`config.mk`:
```
export PLATFORM = sky130hd
export DESIGN_NAME = checksum_synced_frame_receiver_unit_flat
export DESIGN_NICKNAME = d
export VERILOG_FILES = /design/src/rtl/csfr_pkg.sv /design/src/rtl/csfr_in_if.sv /design/src/rtl/csfr_out_if.sv /design/src/rtl/csfr_core.sv /design/src/rtl/csfr_out_reg.sv /design/src/rtl/checksum_synced_frame_receiver_unit.sv /design/src/flat_wrapper.sv
export SDC_FILE = /design/constraint.sdc
export NUM_CORES = 1
export LEC_CHECK = 0
export BUFFER_PORTS_ARGS = -buffer_cell sky130_fd_sc_hd__buf_2
export CAP_MARGIN = 10
export CELL_PAD_IN_SITES_DETAIL_PLACEMENT = 1
export CELL_PAD_IN_SITES_GLOBAL_PLACEMENT = 2
export CORE_MARGIN = 5
export CORE_UTILIZATION = 42
export DETAILED_ROUTE_END_ITERATION = 6
export PLACE_DENSITY_LB_ADDON = 0.1
export SYNTH_ARGS = -nofsm -noshare
export SYNTH_HDL_FRONTEND = slang
export SYNTH_HIERARCHICAL = 1
export SYNTH_SLANG_ARGS = --single-unit
```
`constraint.sdc`:
```
create_clock -name clk -period 7.3 [get_ports clk]
set_input_delay 1.825 -clock clk [delete_from_list [all_inputs] [get_ports clk]]
set_output_delay 1.825 -clock clk [all_outputs]
set_load 0.01 [all_outputs]
```
`src/rtl/csfr_pkg.sv`:
```
// Shared types and constants for the checksum-synced frame receiver.
package csfr_pkg;

	localparam int unsigned HDR_BYTES = 4;
	localparam int unsigned WIN_DEPTH = HDR_BYTES - 1;
	localparam int unsigned FILL_W    = $clog2(HDR_BYTES);

	typedef enum logic {
		KIND_HEADER  = 1'b0,
		KIND_PAYLOAD = 1'b1
	} kind_t;

	typedef struct packed {
		logic [7:0] rx_byte;
	} in_item_t;

	typedef struct packed {
		kind_t      kind;
		logic [7:0] dest_addr;
		logic [7:0] src_addr;
		logic [7:0] frame_len;
		logic [7:0] check_byte;
		logic [7:0] data_byte;
		logic       last;
	} out_item_t;

endpackage

```
`src/rtl/csfr_in_if.sv`:
```
// Input byte channel: valid/ready handshake carrying one received byte.
interface csfr_in_if;
	import csfr_pkg::*;

	logic     valid;
	logic     ready;
	in_item_t data;

	modport source (output valid, output data, input ready);
	modport sink (input valid, input data, output ready);
endinterface

```
`src/rtl/csfr_out_if.sv`:
```
// Result channel: valid/ready handshake carrying one header or payload result.
interface csfr_out_if;
	import csfr_pkg::*;

	logic      valid;
	logic      ready;
	out_item_t data;

	modport source (output valid, output data, input ready);
	modport sink (input valid, input data, output ready);
endinterface

```
`src/rtl/csfr_core.sv`:
```
// Header hunt and deframing state with next-result logic for one byte.
module csfr_core (
	input  logic                clk,
	input  logic                arst_n,
	input  logic                step,
	input  logic [7:0]          rx_byte,
	output logic                res_valid,
	output csfr_pkg::out_item_t res
);
	import csfr_pkg::*;

	logic [7:0]        win_q [WIN_DEPTH];
	logic [FILL_W-1:0] fill_q;
	logic              in_payload_q;
	logic [7:0]        bytes_left_q;
	logic [7:0]        hdr_dest_q;
	logic [7:0]        hdr_src_q;
	logic [7:0]        hdr_len_q;
	logic [7:0]        hdr_check_q;

	logic       payload_now;
	logic [7:0] left_dec;
	logic [7:0] sum;
	logic       win_full;
	logic       hdr_hit;

	assign payload_now = in_payload_q && (bytes_left_q != 8'd0);
	assign left_dec    = bytes_left_q - 8'd1;
	assign win_full    = (fill_q == FILL_W'(WIN_DEPTH));
	assign sum         = win_q[0] + win_q[1] + win_q[2] + rx_byte;
	assign hdr_hit     = !payload_now && win_full && (sum == 8'd0);

	always_comb begin
		res_valid      = payload_now || hdr_hit;
		res.kind       = payload_now ? KIND_PAYLOAD : KIND_HEADER;
		res.dest_addr  = payload_now ? hdr_dest_q : win_q[0];
		res.src_addr   = payload_now ? hdr_src_q : win_q[1];
		res.frame_len  = payload_now ? hdr_len_q : win_q[2];
		res.check_byte = payload_now ? hdr_check_q : rx_byte;
		res.data_byte  = payload_now ? rx_byte : 8'd0;
		res.last       = payload_now ? (left_dec == 8'd0) : (win_q[2] == 8'd0);
	end

	always_ff @(posedge clk or negedge arst_n) begin
		if (!arst_n) begin
			for (int i = 0; i < WIN_DEPTH; i++) win_q[i] <= 8'd0;
			fill_q       <= '0;
			in_payload_q <= 1'b0;
			bytes_left_q <= 8'd0;
			hdr_dest_q   <= 8'd0;
			hdr_src_q    <= 8'd0;
			hdr_len_q    <= 8'd0;
			hdr_check_q  <= 8'd0;
		end else if (step) begin
			if (payload_now) begin
				bytes_left_q <= left_dec;
				if (left_dec == 8'd0) begin
					in_payload_q <= 1'b0;
					fill_q       <= '0;
				end
			end else if (!win_full) begin
				in_payload_q                    <= 1'b0;
				win_q[fill_q[FILL_W-1:0]]        <= rx_byte;
				fill_q                          <= fill_q + FILL_W'(1);
			end else if (!hdr_hit) begin
				in_payload_q <= 1'b0;
				win_q[0]     <= win_q[1];
				win_q[1]     <= win_q[2];
				win_q[2]     <= rx_byte;
			end else begin
				hdr_dest_q   <= win_q[0];
				hdr_src_q    <= win_q[1];
				hdr_len_q    <= win_q[2];
				hdr_check_q  <= rx_byte;
				fill_q       <= '0;
				bytes_left_q <= win_q[2];
				in_payload_q <= (win_q[2] != 8'd0);
			end
		end
	end

endmodule

```
`src/rtl/csfr_out_reg.sv`:
```
// Result register with skid stage so input transfers continue under a stall.
module csfr_out_reg (
	input  logic                clk,
	input  logic                arst_n,
	input  logic                push,
	input  csfr_pkg::out_item_t push_data,
	output logic                can_take,
	csfr_out_if.source          out
);
	import csfr_pkg::*;

	logic      main_vld_q;
	logic      skid_vld_q;
	out_item_t main_q;
	out_item_t skid_q;
	logic      pop;

	assign pop       = main_vld_q && out.ready;
	assign can_take  = !skid_vld_q;
	assign out.valid = main_vld_q;
	assign out.data  = main_q;

	always_ff @(posedge clk or negedge arst_n) begin
		if (!arst_n) begin
			main_vld_q <= 1'b0;
			skid_vld_q <= 1'b0;
		end else begin
			if (!main_vld_q || pop) begin
				main_vld_q <= skid_vld_q || push;
				skid_vld_q <= 1'b0;
			end else if (push) begin
				skid_vld_q <= 1'b1;
			end
		end
	end

	always_ff @(posedge clk) begin
		if (!main_vld_q || pop) begin
			main_q <= skid_vld_q ? skid_q : push_data;
		end else if (push) begin
			skid_q <= push_data;
		end
	end

endmodule

```
`src/rtl/checksum_synced_frame_receiver_unit.sv`:
```
// Top level of the checksum-synced frame receiver.
//
//   channel  dir  payload                                           handshake
//   rx       in   rx_byte[7:0]                                      valid/ready
//   res      out  kind dest_addr src_addr frame_len check_byte      valid/ready
//                 data_byte last
//
// One byte per cycle while rx.ready is high; results reach res from a register.
// The sum is combinational; the window shift and payload count are registered.
// A two-entry result register lets rx keep moving while res stalls;
// rx.ready drops only while both entries are full.
// Reset clears the window, fill count, payload state and result valids.
module checksum_synced_frame_receiver_unit (
	input  logic       clk,
	input  logic       arst_n,
	csfr_in_if.sink    rx,
	csfr_out_if.source res
);
	import csfr_pkg::*;

	logic      can_take;
	logic      step;
	logic      res_valid;
	out_item_t res_item;

	assign rx.ready = can_take;
	assign step     = rx.valid && can_take;

	csfr_core u_core (
		.clk       (clk),
		.arst_n    (arst_n),
		.step      (step),
		.rx_byte   (rx.data.rx_byte),
		.res_valid (res_valid),
		.res       (res_item)
	);

	csfr_out_reg u_out (
		.clk       (clk),
		.arst_n    (arst_n),
		.push      (step && res_valid),
		.push_data (res_item),
		.can_take  (can_take),
		.out       (res)
	);

endmodule

```
`src/flat_wrapper.sv`:
```
// flat-port wrapper written by rule: the top's interface ports become plain ports
module checksum_synced_frame_receiver_unit_flat import csfr_pkg::*;
  (clk, arst_n, rx_valid, rx_data, rx_ready, res_valid, res_data, res_ready);
  csfr_in_if rx_i ();
  csfr_out_if res_i ();
  input  logic clk;
  input  logic arst_n;
  input wire logic [$bits(rx_i.valid)-1:0] rx_valid;
  input wire logic [$bits(rx_i.data)-1:0] rx_data;
  output wire logic [$bits(rx_i.ready)-1:0] rx_ready;
  output wire logic [$bits(res_i.valid)-1:0] res_valid;
  output wire logic [$bits(res_i.data)-1:0] res_data;
  input wire logic [$bits(res_i.ready)-1:0] res_ready;
  assign rx_i.valid = rx_valid;
  assign rx_i.data = rx_data;
  assign rx_ready = rx_i.ready;
  assign res_valid = res_i.valid;
  assign res_data = res_i.data;
  assign res_i.ready = res_ready;
  checksum_synced_frame_receiver_unit u_core (.clk(clk), .arst_n(arst_n), .rx(rx_i), .res(res_i));
endmodule
```
==> results of run 1 <==
-- metal layers --
metal	vias to the layer above	track usage
met5	-	0
met4	0	0.04892
met3	18	0.04128
met2	101	0.3017
met1	2534	0.2658
li1	2301	-
-- power breakdown --
part           internal [W]  switching [W]  total, W
Sequential          0.00115       0.000219   0.00137
Clock              0.000517       0.000392  0.000909
Combinational      0.000712       0.000837   0.00155
-- cell type report --
class                      instances  area, sq um  share of cell area
multi-input combinational        407         3261              0.3677
sequential                       153         4250              0.4793
clock inverter                    15        180.2             0.02032
clock buffer                      17        425.4             0.04798
timing repair buffer              64        367.9             0.04148
tap                              234        292.8             0.03302
inverter                          24        90.09             0.01016
-- kinds of logic after synthesis --
family	share of synthesized area
AO/OA/AOI/OAI	0.07249
buffers and inverters	0.04343
AND/OR/NAND/NOR	0.1177
XOR/XNOR	0.006706
multiplexers	0.1593
flip-flops	0.5422
adder cells (fa/ha/maj)	0.05812
-- per-stage QoR --
stage / cells / area (sq um)
4_1_cts: 914 / 8867
3_3_place_gp: 882 / 8262
6_report: 914 / 8867
5_1_grt: 914 / 8867
3_5_place_dp: 882 / 8262
2_1_floorplan: 615 / 7836
-- layout by cell type (no fill, tap or decap), types with 9 or more instances in the layout --
master	count
ha_1	14
and2_1	9
mux2_2	13
fa_1	14
buf_2	55
nor2_1	18
clkbuf_16	17
nand3_1	16
edfxtp_1	84
inv_1	24
nand2_1	107
a21oi_1	21
mux2_4	67
o21ai_0	26
dfrtp_1	68
-- sequential cells by signal (all words and copies together) (netlist names) --
register and count:
u_core/u_core/bytes_left_q 8, u_core/u_core/fill_q 2, u_core/u_core/hdr_check_q 8, u_core/u_core/hdr_dest_q 8, u_core/u_core/hdr_len_q 8, u_core/u_core/hdr_src_q 8
u_core/u_core/in_payload_q 1, u_core/u_core/win_q 24, u_core/u_out/out.data 42, u_core/u_out/out.valid 1, u_core/u_out/skid_q 42, u_core/u_out/skid_vld_q 1
-- worst max-delay path, stage by stage --
cell and delay [ns]:
buf_2 0.14, fa_1 0.50, fa_1 0.54, ha_1 0.20, inv_1 0.06, fa_1 0.40, xor2_1 0.20, o2111ai_1 0.15
or4_4 0.53, nor3_1 0.51, nand2_1 0.25, nand2_1 0.11, and3_1 0.18, inv_1 0.07, nor2_4 0.30, buf_12 0.25
-- worst min-delay path by stage --
stage                                      start  slack (ns)                            to
floorplan             u_core/u_core/in_payload_q        0.47    u_core/u_core/in_payload_q
global placement    u_core/u_core/hdr_check_q[2]        0.49  u_core/u_core/hdr_check_q[2]
detailed placement  u_core/u_core/hdr_check_q[7]        0.50  u_core/u_core/hdr_check_q[7]
CTS                 u_core/u_core/hdr_check_q[1]        0.52  u_core/u_core/hdr_check_q[1]
global route          u_core/u_core/hdr_len_q[1]        0.53    u_core/u_core/hdr_len_q[1]
finish              u_core/u_core/hdr_check_q[1]        0.51  u_core/u_core/hdr_check_q[1]
==> summary.md, run 1 <==
| Metric | Value |
|---|---|
| Status | `complete, no violations` |
| Crit Path Max Fanout | `33` |
| Detailed placement HPWL | `13.25 mm` |
| Clk buf depth | `2` |
| R2R cell count | `15` |
| First-pass GRT wire length | `31.49 mm` |
| Slack of the critical path | `1.159 ns` |
| Hold path cells | `1` |
| Worst r2r dst | `u_core/u_out/skid_q[36]` |
| RSZ-0062 raised after global routing | `no` |
| Syn Area/Cell | `12.74 sq um` |
| DR pass1 iterations | `4` |
| Final-report setup violation count | `0` |
| Synth top area share | `0.3219` |
| I/O Buffers | `55` |
| Vias in the first global route | `5336` |
| CP Launch Type | `input pin` |
| CP Launch Point | `rx_data[1]` |
| Synth unique cells | `60` |
| Initial drt markers | `~260` |
| DR WL met2 | `9.218 mm` |
| Vias per inst | `5.420` |
| Post-route ant nets | `0` |
| Initial antenna violation count | `0` |
| Site row count | `50` |
| Cts bufs inserted | `17` |
| Synthesized cell area | `approximately 0.0078 sq mm` |
| DR DRC count | `0` |
| Root Driver | `clkbuf_16` |
| Hold Crit Class | `flop to flop` |
| Cells after Synth | `615` |
| # fillers | `1913` |
| Nets | `~710` |
| R2R setup slack | `2.15 ns` |
| Final Cycle Share | `0.8413` |
| Most frequent cells after synthesis | `107 x nand2_1, 84 x edfxtp_1, 69 x dfrtp_1, 67 x mux2_4, 26 x o21ai_0` |
| Achievable Freq | `162.8 MHz` |
| Chip width | `around 150 microns` |
| Core area | `0.01852 sq mm` |
| WL per Instance | `roughly 21 microns` |
| Slew @ Worst Pin | `about 0.95 ns` |
| Leak Pwr | `3.827 nW` |
| # Max-Cap Violations | `0` |
| Worst setup EP type | `flop` |
| CTS tree | `done` |
| Htree depth | `4` |
| Post-Route Skew | `0.008756 ns` |
| DP Worst Slack | `approximately 0.73 ns` |
| Largest net degree at the start of global routing | `70` |
| Max rail drop VDD | `192.3 uV` |
| Async SR Flop Fraction | `0.4510` |
| Crit Reg-Reg Startpoint | `u_core/u_core/win_q[1]` |
| Overall power | `~0.0038 W` |
| Die ar. | `0.02149 sq mm` |
| Min Tclk post-route | `6.141 ns` |
| Synth Register Bits | `around 150` |
| Detailed Route WL | `19.48 mm` |
| Final core utilization | `0.4789` |
| Final hold violation count | `0` |
| GRT overflow | `0` |
| Hold WS | `between 0.5 and 0.6 ns` |
| Initial Util | `0.4232` |
| Die Height | `146.6 microns` |
| Antenna Cells | `0` |
| Top Metal Used | `met4` |
| Setup total negative slack | `0 ns` |
| Post-synth top area cell | `edfxtp_1` |
| Crit path capture | `u_core/u_out/skid_q[36]` |
| WL met3 | `797 microns` |
| Clock slew at reported path FFs | `0.07 ns` |
| Syn-to-layout area delta | `13.16%` |
| Post-cts resize count | `0` |
| Share of layout cells above drive strength 1 | `0.2765` |
| Syn Nets | `655` |
| Post-CTS Hold Buffers | `0` |
| Io pins | `56` |
| Top cells by area, synth | `edfxtp_1 32%, dfrtp_1 22%, mux2_4 13%` |
| WP data required | `7.42 ns` |
| Power Dens Cells | `432.1 mW/mm^2` |
| Vias | `4954` |
| Post-CTS setup buffers | `0` |
| WS Path Type | `input pin to flop` |
| Fin. max-slew vios | `0` |
| Worst rel slew slack | `0.3699` |
| Register area share after synthesis | `0.5422` |
| Top-count cell post-synth | `nand2_1` |
| Main synth FF type | `edfxtp_1` |
| Clock latency on the worst-skew pair | `0.43 ns` |
| Post-synth EDFFs | `84` |
| Worst Path Arrival | `6.26 ns` |
| DRT met1 WL | `9.175 mm` |
| YS warnings | `6` |
| Clock sinks | `153` |
| Final Wtd Congestion | `0.8121` |
| GRT Util Overall | `0.1899` |
Power figures use the tool's default switching activity.
==> inputs of run 2 (changes only) <==
Settings changed: ABC_AREA from default to 1, CORE_UTILIZATION 42 to 35.
Clock period 7.3 ns to 5.1 ns, I/O delays scaled along.
==> run 2 against run 1 <==
Against the previous run:
- routed wire length fell by 1.9%
- clock skew increased by 0.0023 ns
- sequential share of layout area increased by 1.8 points
- design area fell by 3.7%
- register-to-register slack lost 1.2 ns
- synthesized cell count is 29% higher
==> summary.md, run 2 <==
| Metric | Value |
|---|---|
| I/O Buffers | `55 (unchanged)` |
| Root Driver | `clkbuf_16 (unchanged)` |
| Worst Path Arrival | `4.67 ns (was 6.26 ns)` |
| Synth Register Bits | `153 (unchanged)` |
| Die Height | `156.1 microns (was 146.6 microns)` |
| DP Worst Slack | `0.08321 ns (was 0.7346 ns)` |
| Antenna Cells | `0 (unchanged)` |
| Reg power frac | `0.362 (was 0.358)` |
| Post-CTS Hold Buffers | `0 (unchanged)` |
| Post-route ant nets | `0 (unchanged)` |
| Hold path cells | `2 (was 1)` |
| Clock slew at reported path FFs | `0.06 ns (was 0.07 ns)` |
| Final Wtd Congestion | `0.8139 (was 0.8121)` |
| YS warnings | `6 (unchanged)` |
| Cells after Synth | `794 (was 615)` |
| Worst setup EP type | `flop (unchanged)` |
| WS Path Type | `input pin to flop (unchanged)` |
| Top cells by area, synth | `edfxtp_1 34%, dfrtp_1 23%, nand2_1 16% (was edfxtp_1 32%, dfrtp_1 22%, mux2_4 13%)` |
| Detailed placement HPWL | `13.76 mm (was 13.25 mm)` |
| Setup total negative slack | `0 ns (unchanged)` |
| Register area share after synthesis | `0.5687 (was 0.5422)` |
| CTS tree | `done (unchanged)` |
| Main synth FF type | `edfxtp_1 (unchanged)` |
| Initial Util | `0.3555 (was 0.4232)` |
| GRT Util Overall | `0.1637 (was 0.1899)` |
| Post-synth EDFFs | `84 (unchanged)` |
| CP Launch Type | `input pin (unchanged)` |
| Post-synth top area cell | `edfxtp_1 (unchanged)` |
| Largest net degree at the start of global routing | `70 (unchanged)` |
| DR pass1 iterations | `4 (unchanged)` |
| Most used cell, CP | `inv_1 (was fa_1)` |
| R2R cell count | `19 (was 15)` |
| Synth top area share | `0.3376 (was 0.3219)` |
| Clk buf depth | `2 (unchanged)` |
| Hold WS | `0.4760 ns (was 0.5108 ns)` |
| Max rail drop VDD | `411.2 uV (was 192.3 uV)` |
| Clock power share | `0.252 (was 0.237)` |
| Async SR Flop Fraction | `0.4510 (unchanged)` |
| Synthesized cell area | `0.007472 sq mm (was 0.007836 sq mm)` |
| Synth unique cells | `35 (was 60)` |
| Top-count cell post-synth | `nand2_1 (unchanged)` |
| Initial antenna violation count | `0 (unchanged)` |
| Syn-to-layout area delta | `14.30% (was 13.16%)` |
| Leak Pwr | `4.018 nW (was 3.827 nW)` |
| Worst rel slew slack | `0.3137 (was 0.3699)` |
| Post-synthesis simple-gate area fraction | `0.2383 (was 0.1177)` |
| Htree depth | `4 (unchanged)` |
| Fin. max-slew vios | `0 (unchanged)` |
| Core area | `0.02102 sq mm (was 0.01852 sq mm)` |
| # fillers | `2406 (was 1913)` |
| Slowest Stage Delay on Critical Path | `0.54 ns (about the same)` |
| Detailed Route WL | `19.11 mm (was 19.48 mm)` |
| Commonest non-fill, non-tap cell in the layout | `nand2_1 (unchanged)` |
| Nets | `885 (was 707)` |
| Post-CTS setup buffers | `0 (unchanged)` |
| Final-report setup violation count | `0 (unchanged)` |
| Cts bufs inserted | `17 (unchanged)` |
| GRT overflow | `0 (unchanged)` |
| WP data required | `5.20 ns (was 7.42 ns)` |
| Site row count | `53 (was 50)` |
| Synth Area in Adders | `0.06095 (was 0.05812)` |
| Comb power frac | `0.385 (was 0.404)` |
| Syn Nets | `834 (was 655)` |
| Most frequent cells after synthesis | `327 x nand2_1, 84 x edfxtp_1, 69 x dfrtp_1, 68 x o21ai_0, 63 x inv_1 (was 107 x nand2_1, 84 x edfxtp_1, 69 x dfrtp_1, 67 x mux2_4, 26 x o21ai_0)` |
| Hold Crit Class | `flop to flop (unchanged)` |
| Largest family of logic cells by synthesized area | `simple AND/OR/NAND/NOR gates (was multiplexers)` |
| Crit Reg-Reg Startpoint | `u_core/u_core/win_q[1] (unchanged)` |
| Syn Area/Cell | `9.411 sq um (was 12.74 sq um)` |
| NetSw | `0.001964 W (was 0.001448 W)` |
| Share of layout cells above drive strength 1 | `0.1573 (was 0.2765)` |
| Slowest stage cell, crit path | `fa_1 (unchanged)` |
| Crit path capture | `u_core/u_out/skid_q[27] (was u_core/u_out/skid_q[36])` |
| Min Tclk post-route | `4.570 ns` |
| Switching part of the total | `0.3972 (was 0.3780)` |
| CP Launch Point | `rx_data[1] (unchanged)` |
| Slew @ Worst Pin | `1.029 ns (was 0.9452 ns)` |
| Post-synthesis compound-gate area fraction | `0.06229 (was 0.07249)` |
| Mux contribution to synthesized area | `0 (was 0.1593)` |
| WL per Instance | `16.87 microns (was 21.31 microns)` |
| Final hold violation count | `0 (unchanged)` |
| Achievable Freq | `218.8 MHz` |
| Crit-path cells | `buf_2 -> fa_1 -> fa_1 -> ha_1 -> inv_1 -> fa_1 -> inv_1 -> nand3_1 -> nand2_1 -> nand2_1 -> nand2_1 -> nand3_1 -> nor2_2 -> nand3_4 -> nand2_2 -> inv_1 -> nor2_2 -> inv_1 -> nor2_4 -> buf_12 (was buf_2 -> fa_1 -> fa_1 -> ha_1 -> inv_1 -> fa_1 -> xor2_1 -> o2111ai_1 -> or4_4 -> nor3_1 -> nand2_1 -> nand2_1 -> and3_1 -> inv_1 -> nor2_4 -> buf_12)` |
| Worst r2r dst | `u_core/u_out/skid_q[27] (was u_core/u_out/skid_q[36])` |
| Clock latency on the worst-skew pair | `0.42 ns (was 0.43 ns)` |
| Vias | `5428 (was 4954)` |
| Power Dens Cells | `578.9 mW/mm^2 (was 432.1 mW/mm^2)` |
| Final Cycle Share | `0.8960` |
| Post-Route Skew | `0.01106 ns (was 0.008756 ns)` |
| Most frequent cells in the layout | `326 x nand2_1, 84 x edfxtp_1, 69 x dfrtp_1, 68 x o21ai_0, 63 x inv_1 (was 107 x nand2_1, 84 x edfxtp_1, 68 x dfrtp_1, 67 x mux2_4, 55 x buf_2)` |
| Io pins | `56 (unchanged)` |
| Vias in the first global route | `5624 (was 5336)` |
| Post-cts resize count | `0 (unchanged)` |
| Vias per inst | `4.791 (was 5.420)` |
| Die ar. | `0.02437 sq mm (was 0.02149 sq mm)` |
| # Max-Cap Violations | `0 (unchanged)` |
| Xor/xnor share of the synthesized area | `0.007033 (was 0.006706)` |
| First-pass GRT wire length | `31.14 mm (was 31.49 mm)` |
| DR DRC count | `0 (unchanged)` |
| Slack of the critical path | `0.5303 ns (was 1.159 ns)` |
| P_int | `0.002980 W (was 0.002383 W)` |
| Initial drt markers | `287 (was 255)` |
| Clock sinks | `153 (unchanged)` |
| Status | `complete, no violations (unchanged)` |
| RSZ-0062 raised after global routing | `no (unchanged)` |
| Chip width | `156.1 microns (was 146.6 microns)` |
| Crit Path Max Fanout | `42 (was 33)` |
| R2R setup slack | `0.98 ns (was 2.15 ns)` |
==> run 2: cell count changes after synthesis, moves of 8 or more <==
cell | previous run | this run
nor3_1 | 8 | 0
nand2_2 | 0 | 22
nand2b_1 | 9 | 0
nand3_1 | 16 | 30
mux2_4 | 67 | 0
and2_1 | 9 | 0
nand2_1 | 107 | 327
inv_1 | 24 | 63
o21ai_0 | 26 | 68
a21oi_1 | 21 | 3
mux2_2 | 13 | 0
==> run 2: worst min-delay path by stage <==
stage	startpoint	end	slack [ns]
CTS	u_core/u_core/hdr_len_q[2]	u_core/u_core/hdr_len_q[2]	0.48
global placement	u_core/u_core/hdr_len_q[2]	u_core/u_core/hdr_len_q[2]	0.46
floorplan	u_core/u_core/bytes_left_q[6]	u_core/u_core/bytes_left_q[6]	0.44
finish	u_core/u_core/hdr_len_q[4]	u_core/u_core/hdr_len_q[4]	0.48
global route	u_core/u_core/hdr_src_q[5]	u_core/u_core/hdr_src_q[5]	0.51
detailed placement	u_core/u_core/hdr_len_q[2]	u_core/u_core/hdr_len_q[2]	0.46
==> run 2: layer usage <==
metal,vias to the layer above,global-route usage,share of wire
li1,2663,-,-
met1,2659,0.2355,0.50
met2,88,0.2552,0.46
met3,18,0.03412,0.033
met4,0,0.03967,0.013
met5,-,0,0
==> run 2: cells by family (layout without fill, tap and decap cells) <==
logic type | after synthesis | after routing
AND/OR/NAND/NOR | 425 | 425
flip-flops | 153 | 153
buffers and inverters | 96 | 160
AO/OA/AOI/OAI | 86 | 86
adder cells (fa/ha/maj) | 28 | 28
XOR/XNOR | 6 | 6
==> run 2: area by class of cell <==
class | instances | area (sq um) | share of cell area
Clock buffer | 17 | 425.4 | 0.04981
Clock inverter | 15 | 155.1 | 0.01817
Inverter | 66 | 257.7 | 0.03018
Multi-Input combinational cell | 545 | 2769 | 0.3242
Sequential cell | 153 | 4249 | 0.4975
Tap cell | 275 | 344.1 | 0.04029
Timing Repair Buffer | 62 | 340.3 | 0.03985
==> run 2: through the flow <==
step / std cells / util / cell area, sq um / power [W]
2_1_floorplan: 794 / - / 7480 / 0.003101
3_3_place_gp: 1101 / 0.3787 / 7960 / 0.003680
3_5_place_dp: 1101 / 0.3787 / 7960 / 0.003749
4_1_cts: 1133 / 0.4063 / 8541 / 0.005022
5_1_grt: 1133 / 0.4063 / 8541 / 0.005354
6_report: 1133 / 0.4063 / 8541 / 0.004944
==> run 2: power groups by stage <==
| stage | sequential [W] | combinational [W] | clock (W) |
|---|---|---|---|
| floorplan | 0.00180 | 0.00130 | 0 |
| global placement | 0.00181 | 0.00187 | 0 |
| detailed placement | 0.00182 | 0.00193 | 0 |
| CTS | 0.00180 | 0.00194 | 0.00128 |
| global route | 0.00183 | 0.00219 | 0.00134 |
| finish | 0.00179 | 0.00191 | 0.00125 |
==> run 2: worst max-delay path, delay by kind of cell <==
| family | cells | cell delay (ns) |
|---|---|---|
| and+or+nand+nor | 10 | 1.02 |
| adders and majority gates | 4 | 1.66 |
| buffers and inverters | 6 | 0.66 |
